[src/rtl/irt_pkg.sv]
// ----------------------------------------------------------------------------
// irt_pkg: shared types and constants of the IR remote frame transmitter
// Item classes, the queued command word, the bit-engine state codes, timing
// constants and the pause-length lookup.
// ----------------------------------------------------------------------------
package irt_pkg;

    // Action codes on the input item
    localparam logic [2:0] ACT_TICK  = 3'd0;
    localparam logic [2:0] ACT_PWM   = 3'd1;
    localparam logic [2:0] ACT_INC   = 3'd2;
    localparam logic [2:0] ACT_DEC   = 3'd3;
    localparam logic [2:0] ACT_COMBO = 3'd4;

    // Timing, in carrier half periods
    localparam logic [3:0] PULSES_PER_BIT    = 4'd6;
    localparam logic [7:0] LOW_SPACE_TICKS   = 8'd20;
    localparam logic [7:0] HIGH_SPACE_TICKS  = 8'd42;
    localparam logic [7:0] START_SPACE_TICKS = 8'd78;
    localparam logic [7:0] PAUSE_UNIT_TICKS  = 8'd6;
    localparam logic [2:0] REPEATS           = 3'd6;

    // Frame constants
    localparam logic [3:0] CHECK_SEED  = 4'hF;
    localparam logic [2:0] PWM_N2_BASE = 3'b010;
    localparam logic [2:0] STEP_N2_BASE = 3'b011;
    localparam logic [3:0] INC_NIBBLE  = 4'h4;
    localparam logic [3:0] DEC_NIBBLE  = 4'h5;
    localparam logic [1:0] COMBO_N1_HI = 2'b01;
    localparam logic [4:0] STOP_INDEX  = 5'd17;
    localparam logic [4:0] DATA_BITS   = 5'd16;

    // Depth of the queue between front and back
    localparam int QUEUE_DEPTH = 2;

    // Item class decided by the front end
    typedef enum logic [1:0] {
        K_TICK   = 2'd0,
        K_SINGLE = 2'd1,
        K_COMBO  = 2'd2,
        K_NOP    = 2'd3
    } kind_t;

    // Classified item as it travels through the queue
    typedef struct packed {
        kind_t      kind;
        logic [3:0] n2;
        logic [3:0] n3;
    } cmd_t;

    // Bit-engine phase, one-hot
    typedef enum logic [4:0] {
        PH_IDLE  = 5'b00001,
        PH_PAUSE = 5'b00010,
        PH_HIGH  = 5'b00100,
        PH_LOW   = 5'b01000,
        PH_SPACE = 5'b10000
    } phase_t;

    // Pause length in units ahead of a frame copy
    function automatic logic [3:0] pause_units(input logic [2:0] rep, input logic [1:0] ch);
        logic [3:0] units;
        if (rep == 3'd0)
            units = 4'd3 - {2'b00, ch};
        else if (rep < 3'd3)
            units = 4'd5;
        else
            units = 4'd8 + {1'b0, ch, 1'b0};
        return units;
    endfunction

endpackage

[src/rtl/irt_queue.sv]
// ----------------------------------------------------------------------------
// irt_queue: small FIFO of classified items
// Register-based ring buffer between the front end and the bit engine.
// ----------------------------------------------------------------------------
module irt_queue #(
    parameter int DEPTH = irt_pkg::QUEUE_DEPTH
) (
    input  logic          clk,
    input  logic          rst_n,
    input  logic          push,
    input  irt_pkg::cmd_t push_cmd,
    output logic          full,
    input  logic          pop,
    output logic          not_empty,
    output irt_pkg::cmd_t head_cmd
);
    import irt_pkg::*;

    localparam int PTR_W = (DEPTH > 1) ? $clog2(DEPTH) : 1;
    localparam int CNT_W = $clog2(DEPTH + 1);
    localparam logic [PTR_W-1:0] LAST_PTR = PTR_W'(DEPTH - 1);
    localparam logic [CNT_W-1:0] FULL_CNT = CNT_W'(DEPTH);

    cmd_t             entry_reg [DEPTH];
    logic [PTR_W-1:0] wr_ptr_reg, wr_ptr_next;
    logic [PTR_W-1:0] rd_ptr_reg, rd_ptr_next;
    logic [CNT_W-1:0] count_reg, count_next;

    assign full      = (count_reg == FULL_CNT);
    assign not_empty = (count_reg != '0);
    assign head_cmd  = entry_reg[rd_ptr_reg];

    // Pointer and fill count update
    always_comb
    begin
        wr_ptr_next = wr_ptr_reg;
        rd_ptr_next = rd_ptr_reg;
        count_next  = count_reg;
        if (push)
            wr_ptr_next = (wr_ptr_reg == LAST_PTR) ? '0 : wr_ptr_reg + PTR_W'(1);
        if (pop)
            rd_ptr_next = (rd_ptr_reg == LAST_PTR) ? '0 : rd_ptr_reg + PTR_W'(1);
        if (push && !pop)
            count_next = count_reg + CNT_W'(1);
        else if (pop && !push)
            count_next = count_reg - CNT_W'(1);
    end

    always_ff @(posedge clk or negedge rst_n)
    begin
        if (!rst_n)
        begin
            wr_ptr_reg <= '0;
            rd_ptr_reg <= '0;
            count_reg  <= '0;
        end
        else
        begin
            wr_ptr_reg <= wr_ptr_next;
            rd_ptr_reg <= rd_ptr_next;
            count_reg  <= count_next;
        end
    end

    // Storage, no reset needed
    always_ff @(posedge clk)
    begin
        if (push)
            entry_reg[wr_ptr_reg] <= push_cmd;
    end

endmodule

[src/rtl/irt_front.sv]
// ----------------------------------------------------------------------------
// irt_front: input side of the transmitter
// Takes input items, sorts them into tick, single, combo or no-op, builds
// the nibbles that do not depend on engine state, and queues them.
// ----------------------------------------------------------------------------
module irt_front #(
    parameter int DEPTH = irt_pkg::QUEUE_DEPTH
) (
    input  logic          clk,
    input  logic          rst_n,
    input  logic          in_valid,
    output logic          in_ready,
    input  logic [2:0]    action,
    input  logic          output_select,
    input  logic [3:0]    pwm_step,
    input  logic [3:0]    combo_blue,
    input  logic [3:0]    combo_red,
    output logic          q_valid,
    output irt_pkg::cmd_t q_cmd,
    input  logic          q_pop
);
    import irt_pkg::*;

    cmd_t cls_cmd;
    logic q_full;

    // Action decoder
    always_comb
    begin
        cls_cmd.kind = K_NOP;
        cls_cmd.n2   = '0;
        cls_cmd.n3   = '0;
        unique case (action)
            ACT_TICK:
            begin
                cls_cmd.kind = K_TICK;
            end
            ACT_PWM:
            begin
                cls_cmd.kind = K_SINGLE;
                cls_cmd.n2   = {PWM_N2_BASE, output_select};
                cls_cmd.n3   = pwm_step;
            end
            ACT_INC:
            begin
                cls_cmd.kind = K_SINGLE;
                cls_cmd.n2   = {STEP_N2_BASE, output_select};
                cls_cmd.n3   = INC_NIBBLE;
            end
            ACT_DEC:
            begin
                cls_cmd.kind = K_SINGLE;
                cls_cmd.n2   = {STEP_N2_BASE, output_select};
                cls_cmd.n3   = DEC_NIBBLE;
            end
            ACT_COMBO:
            begin
                cls_cmd.kind = K_COMBO;
                cls_cmd.n2   = combo_blue;
                cls_cmd.n3   = combo_red;
            end
            default:
            begin
                cls_cmd.kind = K_NOP;
            end
        endcase
    end

    assign in_ready = !q_full;

    irt_queue #(
        .DEPTH (DEPTH)
    ) u_queue (
        .clk       (clk),
        .rst_n     (rst_n),
        .push      (in_valid && !q_full),
        .push_cmd  (cls_cmd),
        .full      (q_full),
        .pop       (q_pop),
        .not_empty (q_valid),
        .head_cmd  (q_cmd)
    );

endmodule

[src/rtl/irt_back.sv]
// ----------------------------------------------------------------------------
// irt_back: frame engine of the transmitter
// Pulls one queued item per cycle unless out_ready stalls, runs the pause /
// mark / space sequencer, builds command frames and registers the result item.
// ----------------------------------------------------------------------------
module irt_back (
    input  logic          clk,
    input  logic          rst_n,
    input  logic          q_valid,
    input  irt_pkg::cmd_t q_cmd,
    output logic          q_pop,
    input  logic          cfg_wr_en,
    input  logic [1:0]    cfg_wr_data,
    output logic          out_valid,
    input  logic          out_ready,
    output logic          ir_level,
    output logic          busy_res,
    output logic          rejected
);
    import irt_pkg::*;

    phase_t      phase_reg, phase_next;
    logic [1:0]  channel_reg;
    logic        toggle_reg, toggle_next;
    logic [15:0] frame_reg, frame_next;
    logic [2:0]  rep_reg, rep_next;
    logic [4:0]  bit_reg, bit_next;
    logic [3:0]  pulse_reg, pulse_next;
    logic [7:0]  space_reg, space_next;
    logic        out_valid_reg;
    logic        level_reg, level_next;
    logic        busy_reg;
    logic        rej_reg, rej_next;

    logic        take;
    logic        start_copy;
    logic [2:0]  copy_rep;
    logic [3:0]  units;
    logic [3:0]  n1;
    logic [3:0]  pulse_inc;
    logic [2:0]  rep_inc;
    logic [7:0]  space_dec;
    logic [7:0]  mark_space;
    logic [3:0]  bit_pos;

    assign take  = q_valid && (!out_valid_reg || out_ready);
    assign q_pop = take;

    // Helpers for the sequencer
    assign pulse_inc = pulse_reg + 4'd1;
    assign rep_inc   = rep_reg + 3'd1;
    assign space_dec = space_reg - 8'd1;
    assign bit_pos   = 4'(DATA_BITS - bit_reg);
    assign units     = pause_units(copy_rep, channel_reg);
    assign n1        = (q_cmd.kind == K_COMBO) ? {COMBO_N1_HI, channel_reg}
                                               : {toggle_reg, 1'b0, channel_reg};

    // Space after the current mark: start and stop marks are long
    always_comb
    begin
        if (bit_reg == 5'd0 || bit_reg >= STOP_INDEX)
            mark_space = START_SPACE_TICKS;
        else if (frame_reg[bit_pos])
            mark_space = HIGH_SPACE_TICKS;
        else
            mark_space = LOW_SPACE_TICKS;
    end

    // Sequencer next state for the item at the queue head
    always_comb
    begin
        phase_next  = phase_reg;
        toggle_next = toggle_reg;
        frame_next  = frame_reg;
        rep_next    = rep_reg;
        bit_next    = bit_reg;
        pulse_next  = pulse_reg;
        space_next  = space_reg;
        level_next  = 1'b0;
        rej_next    = 1'b0;
        start_copy  = 1'b0;
        copy_rep    = 3'd0;

        case (q_cmd.kind)
            K_TICK:
            begin
                unique case (phase_reg)
                    PH_PAUSE:
                    begin
                        space_next = space_dec;
                        if (space_dec == 8'd0)
                            phase_next = PH_HIGH;
                    end
                    PH_HIGH:
                    begin
                        level_next = 1'b1;
                        phase_next = PH_LOW;
                    end
                    PH_LOW:
                    begin
                        if (pulse_inc >= PULSES_PER_BIT)
                        begin
                            pulse_next = 4'd0;
                            space_next = mark_space;
                            phase_next = PH_SPACE;
                        end
                        else
                        begin
                            pulse_next = pulse_inc;
                            phase_next = PH_HIGH;
                        end
                    end
                    PH_SPACE:
                    begin
                        space_next = space_dec;
                        if (space_dec == 8'd0)
                        begin
                            if (bit_reg >= STOP_INDEX)
                            begin
                                if (rep_inc >= REPEATS)
                                begin
                                    rep_next   = 3'd0;
                                    bit_next   = 5'd0;
                                    phase_next = PH_IDLE;
                                end
                                else
                                begin
                                    rep_next   = rep_inc;
                                    start_copy = 1'b1;
                                    copy_rep   = rep_inc;
                                end
                            end
                            else
                            begin
                                bit_next   = bit_reg + 5'd1;
                                phase_next = PH_HIGH;
                            end
                        end
                    end
                    default:
                    begin
                        phase_next = PH_IDLE;
                    end
                endcase
            end
            K_SINGLE, K_COMBO:
            begin
                if (phase_reg != PH_IDLE)
                begin
                    rej_next = 1'b1;
                end
                else
                begin
                    frame_next = {n1, q_cmd.n2, q_cmd.n3, CHECK_SEED ^ n1 ^ q_cmd.n2 ^ q_cmd.n3};
                    if (q_cmd.kind == K_SINGLE)
                        toggle_next = !toggle_reg;
                    rep_next   = 3'd0;
                    start_copy = 1'b1;
                    copy_rep   = 3'd0;
                end
            end
            default:
            begin
            end
        endcase

        // Start of a frame copy: pause, skipped when zero units long
        if (start_copy)
        begin
            bit_next   = 5'd0;
            pulse_next = 4'd0;
            if (units == 4'd0)
            begin
                space_next = 8'd0;
                phase_next = PH_HIGH;
            end
            else
            begin
                space_next = 8'({4'b0000, units} * PAUSE_UNIT_TICKS);
                phase_next = PH_PAUSE;
            end
        end
    end

    // Control state
    always_ff @(posedge clk or negedge rst_n)
    begin
        if (!rst_n)
        begin
            phase_reg     <= PH_IDLE;
            channel_reg   <= 2'd0;
            toggle_reg    <= 1'b0;
            frame_reg     <= 16'd0;
            rep_reg       <= 3'd0;
            bit_reg       <= 5'd0;
            pulse_reg     <= 4'd0;
            space_reg     <= 8'd0;
            out_valid_reg <= 1'b0;
        end
        else
        begin
            if (cfg_wr_en)
                channel_reg <= cfg_wr_data;
            if (take)
            begin
                phase_reg  <= phase_next;
                toggle_reg <= toggle_next;
                frame_reg  <= frame_next;
                rep_reg    <= rep_next;
                bit_reg    <= bit_next;
                pulse_reg  <= pulse_next;
                space_reg  <= space_next;
            end
            if (take)
                out_valid_reg <= 1'b1;
            else if (out_ready)
                out_valid_reg <= 1'b0;
        end
    end

    // Result register
    always_ff @(posedge clk)
    begin
        if (take)
        begin
            level_reg <= level_next;
            busy_reg  <= (phase_next != PH_IDLE);
            rej_reg   <= rej_next;
        end
    end

    assign out_valid = out_valid_reg;
    assign ir_level  = level_reg;
    assign busy_res  = busy_reg;
    assign rejected  = rej_reg;

endmodule

[src/rtl/ir_remote_frame_transmitter.sv]
// Each accepted input item passes through the queue, then the result register.
// Throughput: the engine retires one queued item a cycle unless out_ready stalls it.
// A short queue decouples input acceptance from the registered result stage.
// Reset (rst_n low, asynchronous): engine idle, toggle bit, channel and queue cleared.
// ----------------------------------------------------------------------------
// ir_remote_frame_transmitter: infrared remote-control frame transmitter
// Builds 16-bit pulse-distance frames from commands and steps them out one
// carrier half period per tick item on the emitter level.
// ----------------------------------------------------------------------------
module ir_remote_frame_transmitter #(
    parameter int QUEUE_DEPTH = irt_pkg::QUEUE_DEPTH
) (
    input  logic       clk,
    input  logic       rst_n,
    input  logic       in_valid,
    output logic       in_ready,
    input  logic [2:0] action,
    input  logic       output_select,
    input  logic [3:0] pwm_step,
    input  logic [3:0] combo_blue,
    input  logic [3:0] combo_red,
    output logic       out_valid,
    input  logic       out_ready,
    output logic       ir_level,
    output logic       busy_res,
    output logic       rejected,
    input  logic       cfg_wr_en,
    input  logic [1:0] cfg_wr_data
);
    import irt_pkg::*;

    logic q_valid;
    cmd_t q_cmd;
    logic q_pop;

    // Front end: classify and queue
    irt_front #(
        .DEPTH (QUEUE_DEPTH)
    ) u_front (
        .clk           (clk),
        .rst_n         (rst_n),
        .in_valid      (in_valid),
        .in_ready      (in_ready),
        .action        (action),
        .output_select (output_select),
        .pwm_step      (pwm_step),
        .combo_blue    (combo_blue),
        .combo_red     (combo_red),
        .q_valid       (q_valid),
        .q_cmd         (q_cmd),
        .q_pop         (q_pop)
    );

    // Back end: frame engine and result register
    irt_back u_back (
        .clk         (clk),
        .rst_n       (rst_n),
        .q_valid     (q_valid),
        .q_cmd       (q_cmd),
        .q_pop       (q_pop),
        .cfg_wr_en   (cfg_wr_en),
        .cfg_wr_data (cfg_wr_data),
        .out_valid   (out_valid),
        .out_ready   (out_ready),
        .ir_level    (ir_level),
        .busy_res    (busy_res),
        .rejected    (rejected)
    );

    // A rejected command never drives the emitter
    a_rej_no_level: assert property (@(posedge clk) disable iff (!rst_n)
        out_valid && rejected |-> !ir_level)
        else $error("rejected item with emitter high");

    // The emitter is only driven while a frame is in flight
    a_level_busy: assert property (@(posedge clk) disable iff (!rst_n)
        out_valid && ir_level |-> busy_res)
        else $error("emitter high while idle");

    // The engine only pulls items that are queued
    a_pop_valid: assert property (@(posedge clk) disable iff (!rst_n)
        q_pop |-> q_valid)
        else $error("queue popped while empty");

    // A result taken with nothing pending behind it leaves the output empty
    a_out_drain: assert property (@(posedge clk) disable iff (!rst_n)
        out_valid && out_ready && !q_valid |=> !out_valid)
        else $error("result item repeated");

endmodule

[config.mk]
export PLATFORM = sky130hd
export DESIGN_NAME = ir_remote_frame_transmitter
export DESIGN_NICKNAME = d
export VERILOG_FILES = /design/src/rtl/irt_pkg.sv /design/src/rtl/irt_queue.sv /design/src/rtl/irt_front.sv /design/src/rtl/irt_back.sv /design/src/rtl/ir_remote_frame_transmitter.sv
export SDC_FILE = /design/constraint.sdc
export NUM_CORES = 1
export LEC_CHECK = 0
export ABC_AREA = 1
export BUFFER_PORTS_ARGS = -buffer_cell sky130_fd_sc_hd__buf_2
export CORE_ASPECT_RATIO = 0.75
export CORE_MARGIN = 4
export CORE_UTILIZATION = 60
export DETAILED_ROUTE_END_ITERATION = 16
export GPL_ROUTABILITY_DRIVEN = 0
export HOLD_SLACK_MARGIN = 0.15
export PLACE_DENSITY = 0.86
export SLEW_MARGIN = 0
export SYNTH_ARGS = -nofsm -noshare
export SYNTH_HDL_FRONTEND = slang
export SYNTH_SLANG_ARGS = --single-unit
[constraint.sdc]
create_clock -name clk -period 7.87 [get_ports clk]
set_input_delay 1.574 -clock clk [delete_from_list [all_inputs] [get_ports clk]]
set_output_delay 1.574 -clock clk [all_outputs]
set_load 0.02 [all_outputs]
; Yosys cells after proc, flatten, opt, wreduce, memory -nomap -nowiden
; Memory sizes are Yosys's and may differ from the RTL's.
; Index checks and enable logic that the tools add are counted.
[totals]
ramBits = 20
input_bits = 23
ff_bits = 52
memories = 1
wordCells = 150
out_inout_bits = 5
[classes]
n_lt_le_gt_ge = 5
eq_ne = 19
bitwise_logic = 4
n_reduce_logical = 35
mux = 59
n_mul = 1
add_sub_neg = 11
[mem_list]
columns = name, depth, width, read_ports, rd_clocked_by_memory_dff, write_ports, line_no
row1 = u_front.u_queue.entry_reg, 2, 10, 1, 0, 1, irt_queue.sv:24  ; cmd_t entry_reg [DEPTH];
[op_table]
columns = operator, count
row1 = 2-to-1 mux 5 bit, 13
row2 = 2-to-1 mux 8 bit, 4
row3 = case mux 8 bit (4 select lines), 1
row4 = 2-to-1 mux 3 bit, 10
row5 = 2-to-1 mux 4 bit, 7
row6 = case mux 5 bit (4 select lines), 1
row7 = case mux 8 bit (2 select lines), 1
row8 = nonzero test 2 bit, 8
row9 = 2-to-1 mux 1 bit, 14
row10 = "!= test 5 x 1 -> 1 bit, second input constant", 2
row11 = logical NOT 8 bit, 1
row12 = AND reduction 4 bit, 2
row13 = "subtractor 8 x 1 -> 8 bit, second input constant", 1
row14 = XOR 4 bit, 2
row15 = 2-to-1 mux 7 bit, 1
row16 = "equality test 3 x 2 -> 1 bit, second input constant", 2
row17 = logical NOT 3 bit, 2
row18 = "multiplier 4 x 2 -> 6 bit, second input constant", 1
row19 = 2-to-1 mux 6 bit, 1
row20 = "!= test 2 x 1 -> 1 bit, second input constant", 3
row21 = case mux 2 bit (3 select lines), 1
row22 = case mux 3 bit (2 select lines), 1
row23 = AND reduction 3 bit, 2
row24 = AND reduction 6 bit, 1
row25 = 40 further kinds, 52

; Longest topological paths before layout
[depth]
depth_word = 14
mapped_depth = 23
depth_no_buf = 23

; By module
; Synthesis repeated with hierarchy kept, for this count alone.
[hier_totals]
cells_unflattened = 572
hier_area_um2 = 4501.8
[by_module_without_submodules]
columns = mod, cells_each, seq_area_each_um2, n_inst, area_per_inst_um2
row1 = irt_back, 480, 1217.4, 1, 3387.0
row2 = irt_queue, 56, 700.7, 1, 964.7
row3 = irt_front, 36, 0.0, 1, 150.1

; Least setup slack after synthesis
; Ideal clock, no wire load.
[synth_path]
path_kind = register to register
start = register u_front.u_queue.rd_ptr_reg
end = register u_back.space_reg[4]
required_time_ns = 7.805
setup_time_ns = 0.065
t_arrival_ns = 3.270
path_slack_ns = 4.535
stages_incl_launch_ff = 19
period_less_slack_ns = 3.335
n_path_buf = 2
path_cell_list = dfrtp_1 buf_1 o21ai_0 ha_1 clkbuf_1 nand2_1 nor2_1 nand4_4 nor2_2 inv_1 o22ai_1 ha_1 inv_1 fa_1 xnor2_1 nand4_1 nand2_1 nand2_1 nand2_1
[synth_via]
elab_chain_len = 9
elab_cells_between_ends = 19
cone_classes = mul (1) / order compare (1) / eq/ne (3) / mux (6) / reduce/logical (7) / memory (1)
[synth_lines]
columns = element, line_no
row1 = "start, declared", irt_queue.sv:26  ; logic [PTR_W-1:0] rd_ptr_reg, rd_ptr_next;
row2 = "start signal, assigned", irt_queue.sv:60  ; rd_ptr_reg <= rd_ptr_next;
row3 = memory read (2 x 10 bit) *, -
row4 = logical NOT 2 bit, irt_back.sv:84  ; case (q_cmd.kind)
row5 = 2-to-1 mux 3 bit, -
row6 = < comparator 3 x 2 -> 1 bit, irt_pkg.sv:65  ; else if (rep < 3'd3)
row7 = 2-to-1 mux 4 bit, irt_pkg.sv:65
row8 = 2-to-1 mux 4 bit, irt_pkg.sv:63  ; if (rep == 3'd0)
row9 = multiplier 4 x 2 -> 6 bit or logical NOT 4 bit (tied branches), "irt_back.sv:179, irt_back.sv:172"
row10 = 2-to-1 mux 7 bit, irt_back.sv:172  ; if (units == 4'd0)
row11 = 2-to-1 mux 8 bit, irt_back.sv:168  ; if (start_copy)
row12 = "end signal, assigned", irt_back.sv:212  ; space_reg <= space_next;
row13 = "end, declared", irt_back.sv:29  ; logic [7:0] space_reg, space_next;
; Mark *: on every way between the ends. The rest lies on a longest branch, timed or not.
; A chain may end at the register's enable or synchronous reset.

; Final worst setup path
; Same ends and word-level chain as after synthesis.

==> results.md <==
* Slew @ Worst Pin at 0.993 ns
* CTS resizes at 0
* CTS tree: built
* Final TNS setup at 0 ns
* Critical path startpoint category: register
* Buffers added on ports at 27
* Most numerous cell in the Yosys netlist: nand2_1
* Synthesized area per cell at 8.07 um2
* Synth warn at 0
* DRC at 0
* Max clock buf depth at 2
* Pins Over Slew Limit at 0
* Grt total ovfl at 0
* TritonRoute pass-1 iters at 7
* GRT busiest layer: met2
* Worst setup margin at 4.10 ns
* Syn Nets at 589
* Layout cells sized above 1 at about 14%
* Critical Path Sink Type: register
* Fillers at about 550
* Clk slew on worst S/H paths at ~0.09 ns
* Hold Crit Class: register to register
* Leak pwr at between 2 and 2.5 nW
* Synth area leader: dfrtp_1
* Max Fanout on Critical Path at 13
* Initial antenna violation count at 0
* Critical Path Max Stage Delay at around 0.56 ns
* Routed Antenna Nets at 0
* Synth cell types at 38
* Met2 GRT Util at 39.3%
* FFs w/ async S/R, synth at 68.1%
* Pwr Total at between 1.5 and 2 mW
* Syn-to-layout area delta at 9.22%
* Synth top cells by count: 141 x nand2_1, 75 x inv_1, 48 x dfrtp_1
* Critical path's most frequent cell: nand2_1
* Die area at about 0.009 mm2
* Post-place setup slack at 3.84 ns
* GR Util met3 at around 6.4%
* Setup-failing EPs final at 0
* Hold Path Cell Cnt at 1
* Synth Cell Area at around 0.0044 mm2
* Final period utilization at between 40% and 50%
* Arrival time worst endpoint at 4.07 ns
* Die H at slightly above 80 um
* CTS Root Cell: clkbuf_8
* Met1 usage at about a third
* Critical Path Slowest Stage Cell: dfrtp_1
* Worst slew margin at about a third
* GRT Util Overall at a little under a quarter
* Io pins at 28
* Skew final at roughly 0.012 ns
* Largest register FFs at 20
* Number of diodes at 0
* DP Wirelength at approximately 6.8 mm
* Fin nets at just over 600
* Ys flop type: dfrtp_1
* Fmax at ~270 MHz
* Vias per inst at about 5.4
* Initial Util at ~63%
* Crit path cell chain: o21ai_0 > ha_1 > nand2_1 > nor2_1 > nand4_4 > nor2_2 > inv_1 > o22ai_1 > ha_1 > inv_1 > fa_1 > xnor2_1 > nand4_1 > nand2_1 > nand2_1 > nand2_1
* Sequential fraction of the synthesis area at a little over two fifths
* H-tree levels at 3
* Routed via count at ~3700
* Clock Sinks at 72
* Vias in the first global route at roughly 3600
* First-pass GRT wire length at approximately 16 mm
* Critical Path RT at 8.17 ns
* RSZ-0062 raised after global routing: no
* Post-synth top area share at 27.3%
* PD cells at 358 mW/mm2
* Post-CTS setup repair buffer count at 0
* VDD IR max at 0.290 mV
* Post-Syn Instances at 545
* Die W at ~110 um
* Hold Buf Count CTS at 0
* Post-Route WL at 9.42 mm
* CORE AREA at 0.00696 mm2
* Max Cap Viol at 0
* TritonCTS Buffers at 9
* Largest net degree at the start of global routing at 50
* Ranking of synthesized cells by area: dfrtp_1 27%, edfxtp_1 16%, nand2_1 12%
* Status: finished, final reports clean
* Final hold violation count at 0
* Min Tclk post-route at ~3.8 ns
* Critical path type: register to register
* DR WL/cell at 13.9 um
* EDFF count, synth at 23
* Hold WS at just under 0.5 ns
* R2r worst-path depth at 16
* Iter 0 DRT Violations at between 300 and 400
* Yosys reg bits at between 70 and 80
* Std cell rows at 26
* Skew-Pair Late Insertion Delay at between 0.3 and 0.4 ns
[kinds of logic (layout without fill, tap and decap cells)]
| group | count (synthesis) | count (layout) | synth area share (%) |
|---|---|---|---|
| and+or+nand+nor | 262 | 262 | 26.3 |
| buffers and inverters | 90 | 122 | 8.08 |
| DFF | 72 | 72 | 43.6 |
| AOI/OAI and AO/OA | 65 | 65 | 8.11 |
| adders and majority gates | 21 | 21 | 6.14 |
| xor gates and xnor gates | 21 | 21 | 4.18 |
| muxes | 14 | 14 | 3.58 |
[worst paths after layout]
check | from | to | slack, ns
worst max-delay path | u_front.u_queue.rd_ptr_reg | u_back.space_reg[4] | 4.10
worst min-delay path | u_front.u_queue.count_reg[0] | u_front.u_queue.count_reg[0] | 0.49
worst max register to register | u_front.u_queue.rd_ptr_reg | u_back.space_reg[4] | 4.10
worst min register to register | u_front.u_queue.count_reg[0] | u_front.u_queue.count_reg[0] | 0.49
max in group asynchronous | rst_n | u_back.channel_reg[0] | 6.12
min in group asynchronous | rst_n | u_front.u_queue.wr_ptr_reg | 1.30
[per-layer routing]
layer | up-vias | share of wire, %
li1 | 1818 | -
met1 | 1716 | 46
met2 | 121 | 46
met3 | 7 | 7.0
met4 | 0 | 0.74
met5 | - | 0
[final cells by class]
class | instances | area [um2] | area share (%)
well taps | 98 | 123 | 2.55
multi-input cells | 383 | 2130 | 44.2
flip-flops and latches | 72 | 1920 | 39.9
inverters | 78 | 293 | 6.09
clock buffers | 9 | 124 | 2.58
clock inverters | 7 | 78.8 | 1.64
repair buffers | 28 | 143 | 2.97
[cells in the final DEF (no fill, tap or decap), types with 10 or more instances in the layout]
master    instances
mux2_2           14
o21ai_0          30
inv_1            75
nand3_1          36
buf_2            27
ha_1             20
xor2_1           16
a21oi_1          13
nand4_1          14
o21ai_1          10
dfrtp_1          48
nor2_1           46
edfxtp_1         23
nand2_1         141
[report_power, final]
| group | switching, mW | internal (mW) |
|---|---|---|
| clock network | 0.154 | 0.150 |
| registers | 0.0944 | 0.531 |
| logic | 0.521 | 0.269 |
[critical path, delay by kind of cell (launching register included)]
kind	cells	cell delay [ns]
AO/OA/AOI/OAI	2	0.66
XOR/XNOR	1	0.23
adder cells (fa/ha/maj)	3	1.08
buffers and inverters	2	0.15
flip-flops	1	0.56
AND/OR/NAND/NOR	8	1.03
[stage by stage]
| step | instance area (um2) | utilization (%) | instances |
|---|---|---|---|
| after floorplan | 4400 | - | 545 |
| after global placement | 4600 | 66.1 | 659 |
| after detailed placement | 4600 | 66.1 | 659 |
| after CTS | 4800 | 69.0 | 675 |
| after global routing | 4800 | 69.0 | 675 |
| final | 4800 | 69.0 | 675 |
Power figures use the tool's default switching activity.
